**src/rtl/core/bf16_to_int8_quantizer_unit_assert.svh**
```systemverilog
// assertion macros for the bf16 to int8 quantizer
`ifndef BF16_TO_INT8_QUANTIZER_UNIT_ASSERT_SVH
`define BF16_TO_INT8_QUANTIZER_UNIT_ASSERT_SVH
`ifndef NO_ASSERTIONS
`define BFQ_ASSERT(lbl, prop) lbl: assert property (@(posedge clk) disable iff (rst) prop) \
  else $error("bfq assertion failed");
`define BFQ_ASSERT_RST(lbl, prop) lbl: assert property (@(posedge clk) prop) \
  else $error("bfq assertion failed");
`else
`define BFQ_ASSERT(lbl, prop)
`define BFQ_ASSERT_RST(lbl, prop)
`endif
`endif

```
**src/rtl/core/bfq_pkg.sv**
```systemverilog
// types and constants shared by the quantizer pipeline
`default_nettype none
package bfq_pkg;
  localparam logic [1:0] CLS_NUM  = 2'd0;
  localparam logic [1:0] CLS_ZERO = 2'd1;
  localparam logic [1:0] CLS_SAT  = 2'd2;
  localparam logic [31:0] SCALE_RESET = 32'h3F80_0000;

  typedef struct packed {
    logic [1:0]  cls;
    logic        neg;
    logic [31:0] prod;
    logic [8:0]  esum;
    logic        last;
  } mul_t;

  typedef struct packed {
    logic [1:0]  cls;
    logic        neg;
    logic [23:0] sig;
    logic [2:0]  k;
    logic        last;
  } norm_t;

  typedef struct packed {
    logic [7:0] quantized;
    logic       last;
  } res_t;
endpackage
`default_nettype wire

```
**src/rtl/core/bfq_mul.sv**
```systemverilog
// stage 1: operand decode and significand multiply
`default_nettype none
module bfq_mul (
  input  wire logic        clk,
  input  wire logic        rst,
  input  wire logic        in_valid,
  output logic             in_ready,
  input  wire logic [15:0] value,
  input  wire logic        last_of_row,
  input  wire logic [31:0] scale,
  output logic             out_valid,
  input  wire logic        out_ready,
  output bfq_pkg::mul_t    out_data
);
  logic vld;
  bfq_pkg::mul_t data_next;
  logic [7:0] ea, eb;
  logic [6:0] ma;
  logic [22:0] mb;
  logic a_nan, b_nan, a_inf, b_inf, a_zero, b_zero;

  always_comb begin
    ea = value[14:7];
    ma = value[6:0];
    eb = scale[30:23];
    mb = scale[22:0];
    a_nan = (ea == 8'hFF) && (ma != 7'd0);
    b_nan = (eb == 8'hFF) && (mb != 23'd0);
    a_inf = (ea == 8'hFF) && (ma == 7'd0);
    b_inf = (eb == 8'hFF) && (mb == 23'd0);
    a_zero = (ea == 8'd0);
    b_zero = (eb == 8'd0);
    data_next.neg = value[15] ^ scale[31];
    data_next.prod = {25'd1, ma} * {9'd1, mb};
    data_next.esum = {1'b0, ea} + {1'b0, eb};
    data_next.last = last_of_row;
    if (a_nan || b_nan || a_zero || b_zero) begin
      data_next.cls = bfq_pkg::CLS_ZERO;
    end else if (a_inf || b_inf) begin
      data_next.cls = bfq_pkg::CLS_SAT;
    end else begin
      data_next.cls = bfq_pkg::CLS_NUM;
    end
  end

  assign in_ready = !vld || out_ready;
  assign out_valid = vld;

  always_ff @(posedge clk) begin
    if (rst) begin
      vld <= 1'b0;
    end else if (in_ready) begin
      vld <= in_valid;
    end
  end

  always_ff @(posedge clk) begin
    if (in_ready && in_valid) begin
      out_data <= data_next;
    end
  end
endmodule
`default_nettype wire

```
**src/rtl/core/bfq_norm.sv**
```systemverilog
// stage 2: round product to single precision and classify exponent
`default_nettype none
module bfq_norm (
  input  wire logic          clk,
  input  wire logic          rst,
  input  wire logic          in_valid,
  output logic               in_ready,
  input  wire bfq_pkg::mul_t in_data,
  output logic               out_valid,
  input  wire logic          out_ready,
  output bfq_pkg::norm_t     out_data
);
  logic vld;
  bfq_pkg::norm_t data_next;
  logic [23:0] q0;
  logic rb, sticky, rup;
  logic [24:0] qr;
  logic [3:0] sh;
  logic signed [10:0] e, t;

  always_comb begin
    if (in_data.prod[31]) begin
      q0 = in_data.prod[31:8];
      rb = in_data.prod[7];
      sticky = |in_data.prod[6:0];
    end else begin
      q0 = in_data.prod[30:7];
      rb = in_data.prod[6];
      sticky = |in_data.prod[5:0];
    end
    rup = rb && (sticky || q0[0]);
    qr = {1'b0, q0} + {24'd0, rup};
    sh = 4'd7 + {3'd0, in_data.prod[31]} + {3'd0, qr[24]};
    e = signed'({2'b00, in_data.esum}) + signed'({7'd0, sh}) - 11'sd284;
    t = -e - 11'sd17;
    data_next.sig = qr[24] ? qr[24:1] : qr[23:0];
    data_next.neg = in_data.neg;
    data_next.last = in_data.last;
    data_next.k = t[2:0];
    if (in_data.cls != bfq_pkg::CLS_NUM) begin
      data_next.cls = in_data.cls;
    end else if (e >= -11'sd16) begin
      data_next.cls = bfq_pkg::CLS_SAT;
    end else if (e <= -11'sd25) begin
      data_next.cls = bfq_pkg::CLS_ZERO;
    end else begin
      data_next.cls = bfq_pkg::CLS_NUM;
    end
  end

  assign in_ready = !vld || out_ready;
  assign out_valid = vld;

  always_ff @(posedge clk) begin
    if (rst) begin
      vld <= 1'b0;
    end else if (in_ready) begin
      vld <= in_valid;
    end
  end

  always_ff @(posedge clk) begin
    if (in_ready && in_valid) begin
      out_data <= data_next;
    end
  end
endmodule
`default_nettype wire

```
**src/rtl/core/bfq_int.sv**
```systemverilog
// stage 3: round to integer half-even and saturate to int8
`default_nettype none
module bfq_int (
  input  wire logic           clk,
  input  wire logic           rst,
  input  wire logic           in_valid,
  output logic                in_ready,
  input  wire bfq_pkg::norm_t in_data,
  output logic                out_valid,
  input  wire logic           out_ready,
  output bfq_pkg::res_t       out_data
);
  logic vld;
  bfq_pkg::res_t data_next;
  logic [4:0] sh;
  logic [7:0] x;
  logic [23:0] mask;
  logic sticky, rup;
  logic [7:0] mag;
  logic [7:0] sat;

  always_comb begin
    sh = 5'd16 + {2'd0, in_data.k};
    x = 8'(in_data.sig >> sh);
    mask = (24'd1 << sh) - 24'd1;
    sticky = |(in_data.sig & mask);
    rup = x[0] && (sticky || x[1]);
    mag = {1'b0, x[7:1]} + {7'd0, rup};
    sat = in_data.neg ? 8'h80 : 8'h7F;
    data_next.last = in_data.last;
    if (in_data.cls == bfq_pkg::CLS_ZERO) begin
      data_next.quantized = 8'd0;
    end else if (in_data.cls == bfq_pkg::CLS_SAT || mag[7]) begin
      data_next.quantized = sat;
    end else begin
      data_next.quantized = in_data.neg ? -mag : mag;
    end
  end

  assign in_ready = !vld || out_ready;
  assign out_valid = vld;

  always_ff @(posedge clk) begin
    if (rst) begin
      vld <= 1'b0;
    end else if (in_ready) begin
      vld <= in_valid;
    end
  end

  always_ff @(posedge clk) begin
    if (in_ready && in_valid) begin
      out_data <= data_next;
    end
  end
endmodule
`default_nettype wire

```
**src/rtl/core/bf16_to_int8_quantizer_unit.sv**
```systemverilog
// bf16 to int8 quantizer: top level with scale register and three-stage pipeline
// path: each element passes the mul, norm and int stage registers in that order before it reaches m_axis
// throughput: one element per cycle while m_axis_tready is high, each stage holds one item and stalls on its own
// the multiply stage forms an 8x24 significand product
// reset: synchronous; clears all valid bits, scale register returns to 1.0
`default_nettype none
`include "bf16_to_int8_quantizer_unit_assert.svh"
module bf16_to_int8_quantizer_unit (
  input  wire logic        clk,
  input  wire logic        rst,
  input  wire logic        cfg_valid,
  output logic             cfg_ready,
  input  wire logic [31:0] cfg_data,
  input  wire logic        s_axis_tvalid,
  output logic             s_axis_tready,
  input  wire logic [15:0] s_axis_tdata, // value
  input  wire logic        s_axis_tlast,
  output logic             m_axis_tvalid,
  input  wire logic        m_axis_tready,
  output logic [7:0]       m_axis_tdata, // quantized
  output logic             m_axis_tlast
);
  logic [31:0] scale;
  logic v1, r1, v2, r2;
  bfq_pkg::mul_t  d1;
  bfq_pkg::norm_t d2;
  bfq_pkg::res_t  d3;
  logic out_is_sat;

  assign cfg_ready = 1'b1;

  always_ff @(posedge clk) begin
    if (rst) begin
      scale <= bfq_pkg::SCALE_RESET;
    end else if (cfg_valid) begin
      scale <= cfg_data;
    end
  end

  bfq_mul u_mul (
    .clk(clk), .rst(rst),
    .in_valid(s_axis_tvalid), .in_ready(s_axis_tready),
    .value(s_axis_tdata), .last_of_row(s_axis_tlast), .scale(scale),
    .out_valid(v1), .out_ready(r1), .out_data(d1)
  );

  bfq_norm u_norm (
    .clk(clk), .rst(rst),
    .in_valid(v1), .in_ready(r1), .in_data(d1),
    .out_valid(v2), .out_ready(r2), .out_data(d2)
  );

  bfq_int u_int (
    .clk(clk), .rst(rst),
    .in_valid(v2), .in_ready(r2), .in_data(d2),
    .out_valid(m_axis_tvalid), .out_ready(m_axis_tready), .out_data(d3)
  );

  assign m_axis_tdata = d3.quantized;
  assign m_axis_tlast = d3.last;
  assign out_is_sat = (m_axis_tdata == 8'h7F) || (m_axis_tdata == 8'h80);

  `BFQ_ASSERT(a_cfg_write, cfg_valid |=> scale == $past(cfg_data))
  `BFQ_ASSERT(a_zero_class, (v2 && r2 && d2.cls == bfq_pkg::CLS_ZERO) |=> m_axis_tdata == 8'd0)
  `BFQ_ASSERT(a_sat_class, (v2 && r2 && d2.cls == bfq_pkg::CLS_SAT) |=> out_is_sat)
  `BFQ_ASSERT_RST(a_reset_empty, rst |=> !m_axis_tvalid && !v1 && !v2)
endmodule
`default_nettype wire
```
**config.mk**
```make
export PLATFORM = sky130hd
export DESIGN_NAME = bf16_to_int8_quantizer_unit
export DESIGN_NICKNAME = d
export VERILOG_FILES = /design/src/rtl/core/bfq_pkg.sv /design/src/rtl/core/bfq_mul.sv /design/src/rtl/core/bfq_norm.sv /design/src/rtl/core/bfq_int.sv /design/src/rtl/core/bf16_to_int8_quantizer_unit.sv
export VERILOG_INCLUDE_DIRS = /design/src /design/src/rtl/core
export SDC_FILE = /design/constraint.sdc
export NUM_CORES = 1
export LEC_CHECK = 0
export ABC_CLOCK_PERIOD_IN_PS = 6190
export BUFFER_PORTS_ARGS = -buffer_cell sky130_fd_sc_hd__buf_4
export CORE_UTILIZATION = 31
export DETAILED_ROUTE_END_ITERATION = 10
export GPL_TIMING_DRIVEN = 0
export PLACE_DENSITY = 0.47
export SETUP_SLACK_MARGIN = 0.15
export SKIP_CTS_REPAIR_TIMING = 1
export SYNTH_ARGS = -nofsm -noshare
export SYNTH_HDL_FRONTEND = slang
export SYNTH_SLANG_ARGS = --single-unit
```
**constraint.sdc**
```tcl
create_clock -name clk -period 6.19 [get_ports clk]
set_input_delay 0.619 -clock clk [delete_from_list [all_inputs] [get_ports clk]]
set_output_delay 0.619 -clock clk [all_outputs]
set_load 0.02 [all_outputs]
```
Word level (Yosys, flattened, before mapping)
Index checks and enable logic that the tools add are counted.

Word-level logic and storage cells: 83. Flip-flop bits (word level): 120. Output and inout port bits: 12. Input bits: 54.

$mul: 1. Multiplexer cells: 11. Reductions and logical operators: 32. $lt $le $gt $ge: 2. Bitwise operators: 2. $add $sub $neg: 12. Shift-type cells: 2. Equality and inequality tests: 4.

Operators with widths (number): $mul A8 B24 Y32 (1); $add A24 B1 Y25 (1); $and A24 B24 Y24 (1); $mux W24 (1); $mux W8 (3); $reduce_or A24 Y1 (1); $shl A1 B5 Y24 const A (1); $shr A24 B5 Y8 (1); $sub A24 B1 Y24 const B (1); $logic_not A23 Y1 (1); $mux W23 (1); $reduce_bool A23 Y1 (1); $eq A8 B8 Y1 const B (2); $logic_not A8 Y1 (2); $ge A11 B5 Y1 const B (1); $le A11 B6 Y1 const B (1); $sub A10 B9 Y11 const B (1); $add A9 B4 Y10 (1); $logic_or A1 B1 Y1 (10); $add A8 B8 Y9 (1); $logic_and A1 B1 Y1 (9); $add A7 B1 Y8 (1); $neg A8 Y8 (1); $logic_not A7 Y1 (1); 15 further kinds (21).

Longest topological paths before layout
Gate-level depths: netlist of the first run.

Depth after elaboration: 12. Mapped depth: 26. Gate-level depth less buffers: 23.

Modules after synthesis
Synthesis of the first run repeated with hierarchy kept, for this count alone.

Cells, all modules: 1426. Area total of the unflattened synthesis: 13157.6 µm².

By module, submodules not included: bfq_mul (cells each 862, sequential area each 1371.3 µm², area each 7885.1 µm², instances 1); bfq_norm (cells each 317, sequential area each 950.9 µm², area each 2819.0 µm², instances 1); bfq_int (cells each 142, sequential area each 290.3 µm², area each 1272.5 µm², instances 1); bf16_to_int8_quantizer_unit (cells each 105, sequential area each 640.6 µm², area each 1181.1 µm², instances 1).

Least setup slack after synthesis of the first run
Ideal clock, no wire load.

Path type: input port to flip-flop. From: input port s_axis_tdata[2]. To: register u_mul.out_data[31] (netlist bit) (data pin). Required time: 5.923 ns. Data arrival time: 5.345 ns. Path buffers: 3. Path slack: 0.578 ns. Setup time: 0.267 ns. Stages: 20. Path through: clkbuf_1 -> inv_1 -> buf_1 -> nor2_1 -> fa_1 -> fa_1 -> fa_1 -> inv_1 -> fa_1 -> inv_1 -> ha_1 -> clkbuf_1 -> a21oi_1 -> o22ai_1 -> or3_1 -> o22a_1 -> o21a_1 -> a21o_1 -> a21o_1 -> xor2_1.

RTL lines: start: declaration (RTL line bf16_to_int8_quantizer_unit.sv:16) `input wire logic [15:0] s_axis_tdata,`; end signal: assignment (RTL line bfq_mul.sv:59) `out_data <= data_next;`; end: declaration (RTL line bfq_mul.sv:13) `output bfq_pkg::mul_t out_data`.

==> results.ini, run 1 <==
[yosys]
synth_area_per_cell_sq_um = 9.36
synthAdderAreaFrac = 0.284
synth.yosys.seq_area_share = 0.257
syn_nets = 1615
synthFlopType = edfxtp_1
async_reset_ff_frac = 0
synth-simple-area-share = 0.173
yosys_warnings = 0
muxShareOfSynthArea = 0.0528
synth_compound_area_frac = 0.0979
netlist_instances = 1354
netlist-cell-type-count = 85
synth_top_family_by_area = adder cells
yosys.area_share.xor_xnor = 0.0462
synth_edf_count = 85
ys_ff_latch = 120
syn_area_sq_mm = 0.0127

[global_route]
grt_max_degree = 31
grt_antenna_before_repair = 0
grt_pass1_vias = 9823
grt-ovfl-total = 0
grt.total_usage = 0.154
grt_first_pass_wirelength_mm = 50.3

[floorplan]
start_util = 0.317
die_x_microns = 204
core_area_sq_mm = 0.0400
std_cell_rows = 73
dieArea_sq_mm = 0.0417
dieHeight_microns = 204
io_pins = 66

[final_layout]
final_cell_mix = 231 x inv_1, 134 x fa_1, 127 x nand2_1, 90 x nor2_1, 85 x edfxtp_1
seq_area_sq_mm = 0.00325
synthToLayoutAreaGrowth_pct = 14.1
post-route-util = 0.362
drive_above_1_share = 0.106
fill_cells = 4116
layout.cells.non_filler = 1972
nNetsFinal = 1695
layout_commonest_cell = inv_1
multi_input_area_sq_mm = 0.00833
antenna_cells = 0

[clocking]
clkSinkCount = 120
clkTransAtPathRegs_ns = 0.06
clock_latency_ns = 0.43
cts_made_buffers = 17
htree_levels = 4
cts_buffer_depth = 2
cts-root-buf = clkbuf_16
tritoncts = done

[drt]
vias_per_cell = 4.64
avgRoutedWirePerCell_microns = 15.2
vias = 9148
ant_nets = 0
drt_pre_antenna_iters = 4
drtIter0Drc = 308
drc_errors = 0
wirelength_mm = 29.9

[critical_path]
critPathArrivalTime_ns = 6.02
ff2ff_path_depth = 19
cp-end-kind = flip-flop
r2r-end = u_mul.out_data[41]$_DFFE_PP_
rr_startpoint = scale[5]$_SDFFE_PP0P_
r2r_slack_ns = 0.49
start_kind = input pin
cp.required_ns = 6.40
cp_max_fo = 10
critPathKind = input pin to flip-flop

[timing]
worstMarginPinSlew_ns = 0.928
fin_crit_sh = 0.939
min_period_ns = 5.81
slew_headroom = 0.381
clock_skew_ns = 0.0120
finalSetupViolations = 0
final_hold_viol_count = 0
rsz0062_at_grt = false
fmax_ghz = 0.172
final-max-slew-violation-count = 0

[pwr]
p_leak_nw = 6.57
powerDensity_mw_per_mm2 = 260
ir_worst_vdd_v = 0.000190

[place]
hpwl_mm = 24.3
port_buffers = 61
place.gp.congestion = 0.839
dp_cells = 1942

[job]
cap_violations = 0

[worst_hold_path]
min_from = s_axis_tlast
holdPathEnd = u_mul.out_data[0]$_DFFE_PP_
hp-class = input pin to flip-flop
hold_depth = 1

[run_status]
status = complete, no violations

power breakdown:
part	switching (W)	internal, W
clock	0.000418	0.000571
sequential	0.000129	0.00107
combinational	0.000896	0.000688
worst max-delay path by stage:
stage / depth (start not counted) / slack, ns / to / from
after CTS: 20 / -0.39 / u_mul.out_data[41]$_DFFE_PP_ / s_axis_tdata[2]
after global routing: 20 / 0.13 / u_mul.out_data[41]$_DFFE_PP_ / s_axis_tdata[2]
final: 20 / 0.38 / u_mul.out_data[41]$_DFFE_PP_ / s_axis_tdata[2]
after floorplan: 20 / 0.58 / u_mul.out_data[31]$_DFFE_PP_ / s_axis_tdata[2]
after detailed placement: 20 / -0.83 / u_mul.out_data[41]$_DFFE_PP_ / s_axis_tdata[2]
after global placement: 20 / -0.82 / u_mul.out_data[41]$_DFFE_PP_ / s_axis_tdata[2]
state kept, by name, indices dropped and copies added (netlist names):
name              flops
scale                32
u_mul.out_data       45
u_int.out_valid       1
u_norm.out_valid      1
u_int.out_data        9
u_norm.out_data      31
u_mul.out_valid       1
stage by stage:
step	cell area (sq um)	setup WS, ns	hold WS (ns)	total power, W	setup TNS, ns
final	14500	0.378	0.374	0.00377	0
after global routing	14500	0.126	0.353	0.00408	0
after CTS	14400	-0.386	0.346	0.00381	-1.35
after detailed placement	13900	-0.832	0.407	0.00280	-5.68
after global placement	13800	-0.824	0.403	0.00279	-5.71
after floorplan	12700	0.578	0.400	0.00241	0
logic make-up after synthesis:
group / count (synthesis)
AND/OR/NAND/NOR: 430
buffers and inverters: 290
adder cells (fa/ha/maj): 207
AO/OA/AOI/OAI: 181
flip-flops: 120
XOR/XNOR: 66
multiplexers: 59
other: 1
synth_stat cells (all sizes together), types with 35 or more instances:
cell type,n,area share
nand2,127,0.038
inv,231,0.068
nor2,90,0.027
and2,86,0.043
fa,134,0.21
clkbuf,40,0.012
ha,73,0.072
a21oi,48,0.019
edfxtp,85,0.20
xnor2,35,0.025
mux2i,44,0.035
o21ai,38,0.015
dfxtp,35,0.055
layer usage:
metal | share of wire | global-route usage | vias to the layer above
li1 | - | - | 4604
met1 | 0.46 | 0.191 | 4362
met2 | 0.49 | 0.272 | 145
met3 | 0.026 | 0.0225 | 37
met4 | 0.024 | 0.0506 | 0
met5 | 0 | 0 | -
layout make-up:
| cell class | count | share of cell area |
|---|---|---|
| sequential | 120 | 0.225 |
| multi-input combinational | 944 | 0.576 |
| timing repair buffer | 63 | 0.0349 |
| buffer | 56 | 0.0186 |
| tap | 525 | 0.0454 |
| inverter | 232 | 0.0602 |
| clock inverter | 12 | 0.00709 |
| clock buffer | 20 | 0.0331 |
worst max-delay path, cell delays in order:
cell,delay [ns]
clkbuf_2,0.29
inv_1,0.23
clkbuf_4,0.27
nor2_1,0.16
fa_1,0.45
fa_1,0.48
fa_1,0.54
inv_1,0.05
fa_1,0.53
inv_1,0.04
ha_1,0.28
clkbuf_1,0.18
a21oi_1,0.20
o22ai_1,0.11
or3_1,0.31
o22a_1,0.25
o211ai_1,0.38
a21o_1,0.18
nand2_1,0.08
a311oi_2,0.38
Power figures use the tool's default switching activity.
==> inputs of run 2 (changes only) <==
--- a/config.mk
+++ b/config.mk
@@ -8,10 +8,12 @@
 export LEC_CHECK = 0
 export ABC_CLOCK_PERIOD_IN_PS = 6190
 export BUFFER_PORTS_ARGS = -buffer_cell sky130_fd_sc_hd__buf_4
+export CELL_PAD_IN_SITES_DETAIL_PLACEMENT = 1
+export CELL_PAD_IN_SITES_GLOBAL_PLACEMENT = 2
 export CORE_UTILIZATION = 31
 export DETAILED_ROUTE_END_ITERATION = 10
 export GPL_TIMING_DRIVEN = 0
-export PLACE_DENSITY = 0.47
+export PLACE_DENSITY = 0.66
 export SETUP_SLACK_MARGIN = 0.15
 export SKIP_CTS_REPAIR_TIMING = 1
 export SYNTH_ARGS = -nofsm -noshare
==> run 2 against run 1 <==
Critical path depth decreased by 1. Non-clock buffer count unchanged. Core utilization decreased by 0.075 points. Clock-buffer cell count decreased by 1. Maximum frequency increased by 0.97%. Highest routed layer unchanged. Sequential cell count unchanged. Worst hold slack got worse by 0.0049 ns. Register-to-register slack improved by 0.06 ns. Critical endpoint is now u_mul.out_data[40]$_DFFE_PP_. Sequential power about the same. Via count increased by 2.7%. Power increased by 0.36%. Sequential share of layout area about the same.
==> results.ini, run 2 (same netlist as run 1, synthesis figures left out) <==
[run_status]
status = complete, no violations  ; unchanged

[drt]
dr_wl_met3_microns = 818  ; was 790 microns
drc_errors = 0  ; unchanged
vias_per_cell = 4.77  ; was 4.64
vias = 9397  ; was 9148
top_layer = met4  ; unchanged
drtIter0Drc = 299  ; was 308
wl_met1_mm = 15.4  ; was 13.9 mm
ant_nets = 0  ; unchanged
avgRoutedWirePerCell_microns = 16.9  ; was 15.2 microns
wl_met2_mm = 16.9  ; was 14.5 mm
drt_pre_antenna_iters = 6  ; was 4
wirelength_mm = 33.3  ; was 29.9 mm

[clocking]
htree_levels = 4  ; unchanged
clock_latency_ns = 0.44  ; was 0.43 ns
clkSinkCount = 120  ; unchanged
cts-root-buf = clkbuf_16  ; unchanged
cts_buffer_depth = 2  ; unchanged
tritoncts = done  ; unchanged
cts_made_buffers = 17  ; unchanged
clkTransAtPathRegs_ns = 0.06  ; about the same

[timing]
final_hold_viol_count = 0  ; unchanged
finalSetupViolations = 0  ; unchanged
min_period_ns = 5.76  ; was 5.81 ns
final-max-slew-violation-count = 0  ; unchanged
fin_setup_tns_ns = 0  ; unchanged
rsz0062_at_grt = true  ; was false
clock_skew_ns = 0.0162  ; was 0.0120 ns
slew_headroom = 0.403  ; was 0.381
fin_crit_sh = 0.930  ; was 0.939
worstMarginPinSlew_ns = 0.896  ; was 0.928 ns
fmax_ghz = 0.174  ; was 0.172 GHz
finalWorstSetupSlack_ns = 0.434  ; was 0.378 ns

[critical_path]
cp.required_ns = 6.37  ; was 6.40 ns
path_cells = buf_4, clkbuf_1, nand2_1, fa_1, inv_1, fa_1, fa_1, inv_1, fa_1, inv_1, ha_1, clkbuf_1, and4_1, a221oi_1, nor2b_1, a2111oi_0, o21bai_1, a21oi_1, xnor2_1  ; was clkbuf_2, inv_1, clkbuf_4, nor2_1, fa_1, fa_1, fa_1, inv_1, fa_1, inv_1, ha_1, clkbuf_1, a21oi_1, o22ai_1, or3_1, o22a_1, o211ai_1, a21o_1, nand2_1, a311oi_2
critPathKind = input pin to flip-flop  ; unchanged
cpMaxStageDelayCell = fa_1  ; unchanged
worst-path-buf-inv = 6  ; unchanged
cp_max_fo = 10  ; unchanged
slowest_delay_ns = 0.57  ; was 0.54 ns
critPathArrivalTime_ns = 5.93  ; was 6.02 ns
start_kind = input pin  ; unchanged
path_delay_family = adder cells  ; unchanged
cp-end-kind = flip-flop  ; unchanged
worst_path_most_repeated_cell = fa_1  ; unchanged

[floorplan]
io_pins = 66  ; unchanged
dieHeight_microns = 204  ; unchanged
dieArea_sq_mm = 0.0417  ; unchanged
die_x_microns = 204  ; unchanged
std_cell_rows = 73  ; unchanged
start_util = 0.317  ; unchanged
core_area_sq_mm = 0.0400  ; unchanged

[final_layout]
fill_cells = 4661  ; was 4116
largest_reg_flops = 45  ; unchanged
nNetsFinal = 1695  ; unchanged
layout_commonest_cell = inv_1  ; unchanged
regMostFlops = u_mul.out_data  ; unchanged
drive_above_1_share = 0.102  ; was 0.106
final_cell_mix = 231 x inv_1, 134 x fa_1, 127 x nand2_1, 90 x nor2_1, 85 x edfxtp_1  ; unchanged
antenna_cells = 0  ; unchanged
top_regs = u_mul.out_data (45), scale (32), u_norm.out_data (31)  ; unchanged
synthToLayoutAreaGrowth_pct = 13.9  ; was 14.1%

[pwr]
p_int_w = 0.00231  ; was 0.00232 W
p_leak_nw = 6.53  ; was 6.57 nW
clkPwrFrac = 0.253  ; was 0.262
powerDensity_mw_per_mm2 = 262  ; was 260 mW/mm^2
comb_power_share = 0.429  ; was 0.420
seqPwrFrac = 0.318  ; was 0.317
ir_worst_vdd_v = 0.000195  ; was 0.000190 V
p_switching_w = 0.00147  ; was 0.00144 W
swShare = 0.389  ; was 0.383

[global_route]
grt_max_degree = 30  ; was 31
grt_pass1_vias = 10200  ; was 9823
grt.total_usage = 0.171  ; was 0.154
grt_antenna_before_repair = 1  ; was 0
grt_first_pass_wirelength_mm = 55.0  ; was 50.3 mm
grt-ovfl-total = 0  ; unchanged

[place]
port_buffers = 61  ; unchanged
hpwl_mm = 27.1  ; was 24.3 mm
place_ws_ns = -0.888  ; was -0.832 ns
place.gp.congestion = 0.826  ; was 0.839

[job]
cap_violations = 0  ; unchanged

[worst_hold_path]
hp-class = input pin to flip-flop  ; unchanged

==> run 2: power by group through the flow <==
stage | registers (W) | clock network (W) | logic (W)
2_1_floorplan | 0.00118 | 0 | 0.00123
3_3_place_gp | 0.00122 | 0 | 0.00161
3_5_place_dp | 0.00122 | 0 | 0.00164
4_1_cts | 0.00120 | 0.000994 | 0.00165
5_1_grt | 0.00122 | 0.00102 | 0.00186
6_report | 0.00120 | 0.000957 | 0.00162
==> run 2: cell type report <==
class                   count  area [sq um]  share of cell area
multi-input cells         944          8330               0.577
flip-flops and latches    120          3250               0.225
repair buffers             63           505              0.0350
clock inverters            13           121             0.00841
inverters                 232           871              0.0603
plain buffers              56           265              0.0184
clock buffers              19           433              0.0300
well taps                 525           657              0.0455
==> run 2: metal layers <==
metal  vias up  global-route usage
li1       4599                   -
met5         -                   0
met3        14              0.0233
met4         0              0.0322
met2       100               0.308
met1      4684               0.216
==> run 2: stage by stage <==
step                      power (W)  cells   util  hold slack, ns  instance area, sq um
after floorplan             0.00241   1354      -           0.400                 12700
after global placement      0.00283   1940  0.345           0.404                 13800
after detailed placement    0.00286   1942  0.347           0.418                 13900
after CTS                   0.00385   1974  0.360           0.339                 14400
after global routing        0.00411   1972  0.361           0.343                 14400
final                       0.00378   1972  0.361           0.369                 14400
==> run 2: path summary, 6_finish.rpt <==
kind	startpoint	slack (ns)	cells after the start	end
min	s_axis_tlast	0.37	1	u_mul.out_data[0]$_DFFE_PP_
min reg2reg	u_mul.out_data[42]$_DFFE_PP_	0.42	0	u_norm.out_data[28]$_DFFE_PP_
max	s_axis_tdata[4]	0.43	19	u_mul.out_data[40]$_DFFE_PP_
max reg2reg	scale[18]$_SDFFE_PP0P_	0.55	18	u_mul.out_data[40]$_DFFE_PP_
